## src/rtl/pdlh_pkg.sv

```systemverilog
// shared types and constants for the pair distance log histogram
package pdlh_pkg;

  localparam int MAX_BINS_DEF = 32;
  localparam int CNT_W        = 32;
  localparam int COORD_W      = 24;
  localparam int DIFF_W       = 25;
  localparam int SQ_W         = 50;
  localparam int D2_W         = 50;
  localparam int LOG_W        = 23;
  localparam int SCALE_W      = 24;
  localparam int NBIN_W       = 6;
  localparam int BIN_W        = 5;
  localparam int DIFFL_W      = 25;
  localparam int PROD_W       = 50;
  localparam int CFG_IDX_W    = 3;
  localparam int CFG_DATA_W   = 50;
  localparam int IN_DATA_W    = 144;
  localparam int OUT_DATA_W   = 40;

  localparam logic [CFG_IDX_W-1:0] REG_MIN_DIST   = 3'd0;
  localparam logic [CFG_IDX_W-1:0] REG_MAX_DIST   = 3'd1;
  localparam logic [CFG_IDX_W-1:0] REG_LOG_OFFSET = 3'd2;
  localparam logic [CFG_IDX_W-1:0] REG_LOG_SCALE  = 3'd3;
  localparam logic [CFG_IDX_W-1:0] REG_BINS       = 3'd4;

  typedef enum logic [3:0] {
    ST_IDLE,
    ST_DIFF,
    ST_SQ,
    ST_SUM,
    ST_NORM,
    ST_LOG,
    ST_MUL,
    ST_READ,
    ST_WRITE,
    ST_DUMP,
    ST_CLEAR
  } state_t;

  typedef struct packed {
    logic load;
    logic diff;
    logic sq;
    logic sum;
    logic norm;
    logic log_step;
    logic mul;
    logic rd;
    logic wr_inc;
    logic dump_rd;
    logic clr_wr;
    logic idx_rst;
  } cmd_t;

  typedef struct packed {
    logic keep;
    logic log_done;
    logic bin_ok;
    logic idx_last;
    logic clr_last;
  } sts_t;

endpackage

```

## src/rtl/pdlh_ctrl.sv

```systemverilog
// sequencer for counting, readout and clearing
module pdlh_ctrl (
  input  logic           clk,
  input  logic           rst_n,
  input  logic           in_fire,
  input  logic           in_mode,
  input  logic           out_free,
  input  pdlh_pkg::sts_t sts,
  output pdlh_pkg::cmd_t cmd,
  output logic           busy
);
  import pdlh_pkg::*;

  state_t state_r, state_nxt;

  always_ff @(posedge clk) begin
    if (!rst_n) state_r <= ST_CLEAR;
    else        state_r <= state_nxt;
  end

  always_comb begin
    state_nxt = state_r;
    cmd = '0;
    busy = (state_r != ST_IDLE);
    case (state_r)
      ST_IDLE: begin
        if (in_fire) begin
          cmd.load = 1'b1;
          cmd.idx_rst = 1'b1;
          state_nxt = in_mode ? ST_DUMP : ST_DIFF;
        end
      end
      ST_DIFF: begin cmd.diff = 1'b1; state_nxt = ST_SQ; end
      ST_SQ:   begin cmd.sq = 1'b1; state_nxt = ST_SUM; end
      ST_SUM:  begin cmd.sum = 1'b1; state_nxt = ST_NORM; end
      ST_NORM: begin
        cmd.norm = 1'b1;
        state_nxt = sts.keep ? ST_LOG : ST_IDLE;
      end
      ST_LOG: begin
        cmd.log_step = 1'b1;
        if (sts.log_done) state_nxt = ST_MUL;
      end
      ST_MUL: begin
        cmd.mul = 1'b1;
        state_nxt = ST_READ;
      end
      ST_READ: begin
        if (sts.bin_ok) begin
          cmd.rd = 1'b1;
          state_nxt = ST_WRITE;
        end else begin
          state_nxt = ST_IDLE;
        end
      end
      ST_WRITE: begin cmd.wr_inc = 1'b1; state_nxt = ST_IDLE; end
      ST_DUMP: begin
        if (out_free) begin
          cmd.dump_rd = 1'b1;
          if (sts.idx_last) begin
            cmd.idx_rst = 1'b1;
            state_nxt = ST_CLEAR;
          end
        end
      end
      ST_CLEAR: begin
        cmd.clr_wr = 1'b1;
        if (sts.clr_last) state_nxt = ST_IDLE;
      end
      default: state_nxt = ST_IDLE;
    endcase
  end

  assert property (@(posedge clk) disable iff (!rst_n)
    (state_r == ST_IDLE && in_fire && !in_mode) |=> state_r == ST_DIFF)
    else $error("count beat did not start arithmetic");
  assert property (@(posedge clk) disable iff (!rst_n)
    (state_r == ST_DUMP && out_free && sts.idx_last) |=> state_r == ST_CLEAR)
    else $error("readout did not clear");
  assert property (@(posedge clk) disable iff (!rst_n)
    cmd.wr_inc |-> $past(cmd.rd))
    else $error("increment without read");
endmodule

```

## config.mk

```make
export PLATFORM = sky130hd
export DESIGN_NAME = pdlh_ctrl
export DESIGN_NICKNAME = d
export VERILOG_FILES = /design/src/rtl/pdlh_pkg.sv /design/src/rtl/pdlh_ctrl.sv
export SDC_FILE = /design/constraint.sdc
export NUM_CORES = 1
export LEC_CHECK = 0
export BUFFER_PORTS_ARGS = -buffer_cell sky130_fd_sc_hd__buf_2
export CELL_PAD_IN_SITES_DETAIL_PLACEMENT = 1
export CELL_PAD_IN_SITES_GLOBAL_PLACEMENT = 1
export CORE_MARGIN = 8
export CORE_UTILIZATION = 26
export DETAILED_ROUTE_END_ITERATION = 10
export PLACE_DENSITY = 0.72
export SETUP_SLACK_MARGIN = 0.4
export SYNTH_ARGS = -nofsm -noshare
export SYNTH_HDL_FRONTEND = slang
export SYNTH_SLANG_ARGS = --single-unit
```

## constraint.sdc

```tcl
create_clock -name clk -period 1.7 [get_ports clk]
set_input_delay 0.255 -clock clk [delete_from_list [all_inputs] [get_ports clk]]
set_output_delay 0.255 -clock clk [all_outputs]
set_load 0.005 [all_outputs]
```

# Word-level counts from Yosys, hierarchy flattened
# Index checks and enable logic that the tools add are counted.
dict set report totals {
  in_bits 10
  output_inout_bits 13
  regBits 4
}
dict set report classes {
  n_reduce_logical 3
  n_eq_ne 15
  mux 26
}
# operator n
set ops {}
lappend ops {{$pmux 4 s10} 1}
lappend ops {{$mux 4} 7}
lappend ops {{$eq 4x3->1 const B} 4}
lappend ops {{$mux 1} 16}
lappend ops {{$eq 4x4->1 const B} 3}
lappend ops {{$ne 2x2->1 const B} 5}
lappend ops {{$eq 4x2->1 const B} 2}
lappend ops {{$reduce_and 5->1} 1}
lappend ops {{$eq 4x1->1 const B} 1}
lappend ops {{$logic_not 4->1} 1}
lappend ops {{$reduce_bool 4->1} 1}
lappend ops {{$mux 3} 1}
lappend ops {{$pmux 1 s2} 1}

# Logic depth before layout (Yosys ltp)
# Gate-level depths: netlist of the first run.
dict set report depth {
  depth_word 3
  depth_mapped 5
  mapped_depth_nobuf 4
}

# Least setup slack after synthesis of the first run
# OpenSTA, ideal clock, no wires.
dict set report synth_timing {
  path_kind {reg2reg}
  startpoint {register state_r[3]}
  endpoint {register state_r[1]}
  path_slack_ns 0.449
  n_path_buf 0
  path_stages_with_launch 5
  arrival_time_ns 1.136
  setup_ns 0.116
  cell_sequence {dfxtp_1 nand2b_2 or3_1 o21a_1 a31o_1}
}
dict set report synth_via {
  elab_chain_len 3
  word_cells_on_any_way 17
  classes_between {14 x eq/ne; 1 x mux; 2 x reduce/logical}
}
# element line
set synth_rtl {}
lappend synth_rtl {{start, declared} pdlh_ctrl.sv:14} ;# state_t state_r, state_nxt;
lappend synth_rtl {{start signal, assigned} pdlh_ctrl.sv:18} ;# else state_r <= state_nxt;
lappend synth_rtl {{$eq 4x3->1 (tied with other cells)} pdlh_ctrl.sv:25} ;# case (state_r)
lappend synth_rtl {{$ne 2x2->1 (no line)} --}
lappend synth_rtl {{$reduce_and 5->1 (no line)} --}
# Parallel ways exist; a longest one is shown, timed or not.
# A chain may end at the register's enable or synchronous reset.

# Final worst setup path of the first run
dict set report layout_timing {
  startpoint {register state_r[0]}
  endpoint {register state_r[1]}
}
# The elaborated chain is that of the path after synthesis.

==> impl_results.md, run 1 <==
- Outcome: finished, final reports clean
- Remaining global-route overflow: 0
- Most common cell after layout, fill and taps aside: sky130_fd_sc_hd__buf_2
- Crit Path Class: flop to flop
- H-tree depth reported by CTS: 1
- Number of warnings issued by yosys: 0
- Maximum number of pins on one net before global-route repair: 11
- Yosys cell types: 28
- Fraction of registers with async set/reset: 0
- Worst path setup slack after routing: 268 ps
- Critical-path maximum fanout: 6
- Fraction of layout instances using a drive strength above 1: 0.625
- Average via count per standard cell: 4.98
- Syn Area/Cell: 7.04 um2
- Sequential cell area: 92.6 um2
- Count of max-cap constraint violations: 0
- Post-Synthesis Cells: 54
- Critical Path RT: 1820 ps
- Pre-CTS setup slack: 216 ps
- Routability congestion estimate: 0.782
- Portion of the clock cycle consumed by the worst path in the final layout: 0.842
- Register ranked first by flip-flop count: state_r
- Register bit total from synthesis: 4
- Area of the multi-input gates: 328 um2
- Clock transition at the register clock pins on the worst setup and hold paths after CTS: 40 ps
- Synthesized-area fraction occupied by and/or/nand/nor cells: 0.434
- Ant. Diodes: 0
- Endpoints failing setup: 0
- Post-Synth Adder-Cell Area: 0
- Power density cells: 696 mW/mm2
- Number of top-level design ports: 23
- Slew at the pin closest to its max-slew limit: 345 ps
- Fmax: 698 MHz
- Die area: 0.00294 mm2
- Root Buffer: sky130_fd_sc_hd__clkbuf_4
- CTS Buf Count: 3
- Static leakage: 0.320 nW
- Starting Density: 0.265
- Residual DRC count: 0
- CTS tree: yes
- Overall global routing resource usage: 0.118
- Number of routed nets with antenna violations: 0
- Fraction of the yosys area taken by sequential cells: 0.211
- Number of global-route vias before repair: 558
- Number of port buffers: 22
- Unrepaired setup endpoints after global routing: yes
- Max-slew headroom: 0.767
- Mapped Area: 380 um2
- Core ar.: 0.00144 mm2
- Post-synthesis xor/xnor area fraction: 0.0230
- Half-perimeter wire length of the detailed placement result: 1.04 mm
- Number of design-rule violations left by the first detailed-router iteration: 3
- Initial antenna violation count: 0
- Buffers from clock root to sink, at most: 2
- Delay of the slowest cell on the worst path: 390 ps
- Final clock skew: 3.78 ps
- Num rows: 14
- EDFF count, synth: 0
- Sink count of the clock tree: 4
- Number of flip-flops in the largest register: 4
- Layout filler cell count: 189
- Mean routed wirelength per cell: 16.0 um
- Final total negative setup slack: 0 ps
- Post-layout minimum cycle time: 1430 ps
- Worst EP arrival: 1560 ps
- Total length of routed wires: 1.66 mm
- Post-synthesis compound-gate area fraction: 0.217
- Path type of the worst min-delay path: primary input to flop
- Worst Setup Start Kind: flop
- Most frequent cells in the layout: sky130_fd_sc_hd__buf_2 (23), sky130_fd_sc_hd__buf_4 (9), sky130_fd_sc_hd__nor2_1 (6)
- Count of vias placed by the detailed router: 518
- Clock insertion delay at the later pin of the skew report: 240 ps
- Max Transition Viols Final: 0
- Worst Path Buf+Inv: 1
- Mapped Nets: 64
- Multiplexer share of the synthesized area: 0.0296
- Ordered cell list for the critical path: buf_4 > nand2b_2 > or3_4 > o21a_1 > a31o_1
- Largest registers ranked by flip-flop count: state_r x4
- Combinational family with the most area after synthesis: simple AND/OR/NAND/NOR gates
- Final Hold Vio Count: 0
- Peak supply drop: 0.000268 V
- Most used flip-flop cell after synthesis: sky130_fd_sc_hd__dfxtp_1
- Wire length of the first global-routing pass: 2.53 mm
- Signed area change from the synthesized netlist to the final layout: 79.6%
- Nets@finish: 100
- Cell with the biggest individual delay on the critical path: sky130_fd_sc_hd__or3_4
- Cell family with most CP delay: simple AND/OR/NAND/NOR gates
- Worst Setup End Kind: flop
- Die width: 54.3 um
- First-pass iteration count of the detailed router: 2
- Die Y-Extent: 54.3 um
## area by class of cell
class | instances | area share
Timing Repair Buffer | 35 | 0.317
Multi-Input combinational cell | 45 | 0.480
Sequential cell | 4 | 0.136
Tap cell | 16 | 0.0293
Clock buffer | 3 | 0.0330
Inverter | 1 | 0.00549
## cell families after synthesis
logic type             Yosys count
multiplexers                     1
flip-flops                       4
AND/OR/NAND/NOR                 31
buffers and inverters            5
XOR/XNOR                         1
AO/OA/AOI/OAI                   12
## power by group
| group | internal [mW] | leakage (nW) | switching, mW | total, mW |
|---|---|---|---|---|
| logic | 0.114 | 0.272 | 0.104 | 0.218 |
| registers | 0.108 | 0.0347 | 0.0285 | 0.136 |
| clock network | 0.0792 | 0.0138 | 0.0417 | 0.121 |
## metrics by stage
step	hold WS (ps)	std cells	power (mW)	utilization	cell area (um2)
2_1_floorplan	408	54	0.224	-	380
3_3_place_gp	557	90	0.273	0.346	497
3_5_place_dp	538	90	0.274	0.346	497
4_1_cts	277	103	0.463	0.452	649
5_1_grt	312	104	0.513	0.476	683
6_report	309	104	0.475	0.476	683
## final timing paths
path / cells past startpoint / from / slack [ps] / endpoint
worst max-delay path: 5 / state_r[0] / 270 / state_r[1]
worst min-delay path: 2 / rst_n / 310 / state_r[0]
worst max register to register: 5 / state_r[0] / 270 / state_r[1]
worst min register to register: 2 / state_r[3] / 630 / state_r[2]
## routing by layer
metal	track usage	share of wire
met5	0	0
met4	0.0492	0
met3	0.0326	0.055
met2	0.204	0.53
met1	0.132	0.41
## Yosys cell counts, drive strengths merged (2+ instances only)
cell type | n | share of area
nor2 | 9 | 0.095
nand3 | 3 | 0.053
a21boi | 2 | 0.039
nor4b | 2 | 0.046
nand2b | 4 | 0.072
o21ai | 4 | 0.053
buf | 4 | 0.076
dfxtp | 4 | 0.21
nand2 | 4 | 0.039
nor3 | 6 | 0.079
## what timing repair did
action                     4_1_cts  5_1_grt
pin swaps                        5        4
hold buffers                     0        0
hold endpoints to repair         0        0
gates cloned                     1        0
setup endpoints to repair       16       17
setup buffers                    9        1
gates resized for setup         16        6
Note: power is estimated with default switching activity, not from simulation.
==> run 2, diff against run 1 <==
Settings changed: ABC_AREA set to 1, CORE_UTILIZATION 26 to 24.
Clock period 1.7 ns to 1.5 ns, I/O delays scaled along.
==> impl_results.md, run 2 <==
- Outcome: finished, final reports clean
- Worst Hold Path Cells: 2 (unchanged)
- Cell family with most CP delay: flip-flops
- Register ranked first by flip-flop count: state_r
- Mapped Nets: 80 (+25%)
- Peak supply drop: 0.000490 V (+83%)
- Final core utilization: 0.508 (+0.0320)
- Power density cells: 1090 mW/mm2 (+57%)
- Worst Path Buf+Inv: 2 (+1)
- Half-perimeter wire length of the detailed placement result: 1.20 mm (+15%)
- Max Transition Viols Final: 0 (unchanged)
- Number of design-rule violations left by the first detailed-router iteration: 1 (-2)
- Area of the multi-input gates: 305 um2 (-6.9%)
- Final total negative setup slack: 0 ps (unchanged)
- Nets@finish: 122 (+22%)
- Reg2reg setup slack: 250 ps (-20 ps)
- H-tree depth reported by CTS: 1 (unchanged)
- Synth area leaders: sky130_fd_sc_hd__dfxtp_1 (22%), sky130_fd_sc_hd__inv_1 (17%), sky130_fd_sc_hd__nor2_1 (14%)
- Average via count per standard cell: 4.63 (-7.1%)
- Critical-path maximum fanout: 5 (-1)
- EDFF count, synth: 0 (unchanged)
- Worst R2R Path Depth: 9 (+4)
- RR Startpoint: state_r[0]
- Final clock skew: 0.607 ps (-3.17 ps)
- Area share of the leading cell type in the synthesized netlist: 0.217 (+0.00642)
- Wire length of the first global-routing pass: 2.72 mm (+7.3%)
- Most common cell after layout, fill and taps aside: sky130_fd_sc_hd__buf_2
- Portion of the clock cycle consumed by the worst path in the final layout: 0.910
- Worst EP arrival: 1140 ps (-420 ps)
- Root Buffer: sky130_fd_sc_hd__clkbuf_4
- Starting Density: 0.251 (-0.0140)
- Unrepaired setup endpoints after global routing: yes
- Total length of routed wires: 1.84 mm (+11%)
- Residual DRC count: 0 (unchanged)
- Sink count of the clock tree: 4 (unchanged)
- Cell with the biggest individual delay on the critical path: sky130_fd_sc_hd__dfxtp_4
- Initial antenna violation count: 0 (unchanged)
- Clock transition at the register clock pins on the worst setup and hold paths after CTS: 40 ps (about the same)
- Number of warnings issued by yosys: 0 (unchanged)
- Ranking of synthesized cells by instance count: sky130_fd_sc_hd__inv_1 (17), sky130_fd_sc_hd__nor2_1 (14), sky130_fd_sc_hd__nand2_1 (12), sky130_fd_sc_hd__nand3_1 (9)
- Core ar.: 0.00147 mm2 (+2.4%)
- Number of routed nets with antenna violations: 0 (unchanged)
- Number of top-level design ports: 23 (unchanged)
- Delay of the slowest cell on the worst path: 390 ps (about the same)
- Placed instance count: 108 (+20%)
- Overall global routing resource usage: 0.108 (-0.0102)
- Remaining global-route overflow: 0 (unchanged)
- Clock insertion delay at the later pin of the skew report: 240 ps (about the same)
- CTS tree: yes
- Path type of the worst min-delay path: primary input to flop
- WHS: 213 ps (-96.3 ps)
- Layout filler cell count: 206 (+9.0%)
- Most frequent cells in the layout: sky130_fd_sc_hd__buf_2 (22), sky130_fd_sc_hd__buf_4 (13), sky130_fd_sc_hd__inv_2 (9), sky130_fd_sc_hd__nand2_1 (9), sky130_fd_sc_hd__inv_1 (9)
- Syn Area/Cell: 5.27 um2 (-25%)
- Register bit total from synthesis: 4 (unchanged)
- Largest registers ranked by flip-flop count: state_r x4
- Routability congestion estimate: 0.870 (+11%)
- Slew at the pin closest to its max-slew limit: 179 ps (-166 ps)
- Worst Setup Start Kind: flop
- Worst Setup End Kind: output pin
- Fraction of layout instances using a drive strength above 1: 0.682 (+0.0568)
- Post-layout instance count excluding filler cells: 126 (+21%)
- Num rows: 14 (unchanged)
- Die Y-Extent: 55.2 um (+1.8%)
- Tot Pwr: 0.816 mW (+72%)
- Post-Synthesis Cells: 70 (+30%)
- Final Hold Vio Count: 0 (unchanged)
- Yosys cell types: 13 (-54%)
- Post-layout minimum cycle time: 1370 ps
- Most instantiated library cell after synthesis: sky130_fd_sc_hd__inv_1
- Mapped Area: 369 um2 (-3.0%)
- Number of port buffers: 22 (unchanged)
- Number of global-route vias before repair: 607 (+8.8%)
- Worst path setup slack after routing: 134 ps (-133 ps)
- Fraction of registers with async set/reset: 0 (unchanged)
- Reg-to-reg critical path endpoint: state_r[0]
- Buffers from clock root to sink, at most: 2 (unchanged)
- Critical Path RT: 1270 ps (-550 ps)
- Number of flip-flops in the largest register: 4 (unchanged)
- Mean routed wirelength per cell: 14.6 um (-8.6%)
- Signed area change from the synthesized netlist to the final layout: 102%
- First-pass iteration count of the detailed router: 4 (+2)
- Fmax: 732 MHz
- Crit Path Class: flop to output pin
- Maximum number of pins on one net before global-route repair: 6 (-5)
- Pre-CTS setup slack: 258 ps (+41.2 ps)
- Min-Delay Endpoint: state_r[3]
- Ordered cell list for the critical path: inv_4 > nor2_4 > nand2_2 > o22ai_2 > buf_2
- Count of max-cap constraint violations: 0 (unchanged)
- Static leakage: 0.422 nW (+32%)
- CTS Buf Count: 3 (unchanged)
- Count of vias placed by the detailed router: 583 (+13%)
- Die width: 55.2 um (+1.8%)
- Ant. Diodes: 0 (unchanged)
- Design area: 747 um2 (+9.3%)
- Endpoints failing setup: 0 (unchanged)
- Beginning of the worst hold path: rst_n
- Max-slew headroom: 0.879 (+0.112)
- Synth area leader: sky130_fd_sc_hd__dfxtp_1
- Fraction of the yosys area taken by sequential cells: 0.217 (+0.00642)
- Die area: 0.00305 mm2 (+3.6%)
- Placed standard-cell area: 499 um2 (+0.50%)
- Sequential cell area: 95.1 um2 (+2.7%)
- Most used flip-flop cell after synthesis: sky130_fd_sc_hd__dfxtp_1
run 2: cell count changes in the layout (fill, tap and decap cells not counted), moves of 4 or more:
cell | previous run | this run
sky130_fd_sc_hd__buf_4 | 9 | 13
sky130_fd_sc_hd__inv_1 | 1 | 9
sky130_fd_sc_hd__inv_2 | 0 | 9
sky130_fd_sc_hd__nand2_1 | 3 | 9
sky130_fd_sc_hd__nand3_1 | 2 | 8
sky130_fd_sc_hd__nor2_2 | 1 | 7
sky130_fd_sc_hd__nor2_4 | 2 | 6
sky130_fd_sc_hd__nor3_1 | 5 | 0
run 2: cell families (layout without fill, tap and decap cells):
family,count (synthesis),in the layout,share of synthesized area
AOI/OAI and AO/OA,5,5,0.0712
buffers and inverters,19,59,0.193
DFF,4,4,0.217
and+or+nand+nor,42,42,0.519
run 2: repair_timing:
item	CTS	global route
gates resized for setup	35	8
cloned	0	0
hold buffers	0	0
pin swaps	5	8
setup buffers	10	5
setup endpoints to repair	17	17
run 2: cell type report:
cell class	count	area share
Sequential cell	4	0.127
Timing Repair Buffer	37	0.308
Multi-Input combinational cell	47	0.409
Tap cell	16	0.0268
Clock buffer	3	0.0302
Inverter	19	0.0988
run 2: how the worst max path moves through the flow:
stage | from | endpoint | depth (start not counted)
final | state_r[3] | cmd[0] | 5
after floorplan | state_r[0] | cmd[0] | 3
after global routing | state_r[3] | cmd[2] | 5
after CTS | state_r[0] | cmd[0] | 5
after detailed placement | state_r[0] | cmd[0] | 4
after global placement | state_r[3] | cmd[0] | 4
run 2: worst reg2reg max path: cells and delay by family (launching register included):
family | cells | cell delay (ps)
buffers and inverters | 4 | 380
flip-flops | 1 | 350
AND/OR/NAND/NOR | 4 | 300
AO/OA/AOI/OAI | 1 | 110
run 2: power breakdown:
group	switching, mW	total, mW	internal (mW)
logic	0.261	0.497	0.236
clock network	0.0477	0.137	0.0897
registers	0.0453	0.182	0.137
total	0.354	0.816	0.462
run 2: metal layers:
metal | share of wire | GRT usage | up-vias
met5 | 0 | 0 | -
met4 | 0.0054 | 0.0423 | 0
met3 | 0.073 | 0.0457 | 2
met2 | 0.56 | 0.202 | 17
met1 | 0.36 | 0.0982 | 273
li1 | - | - | 291
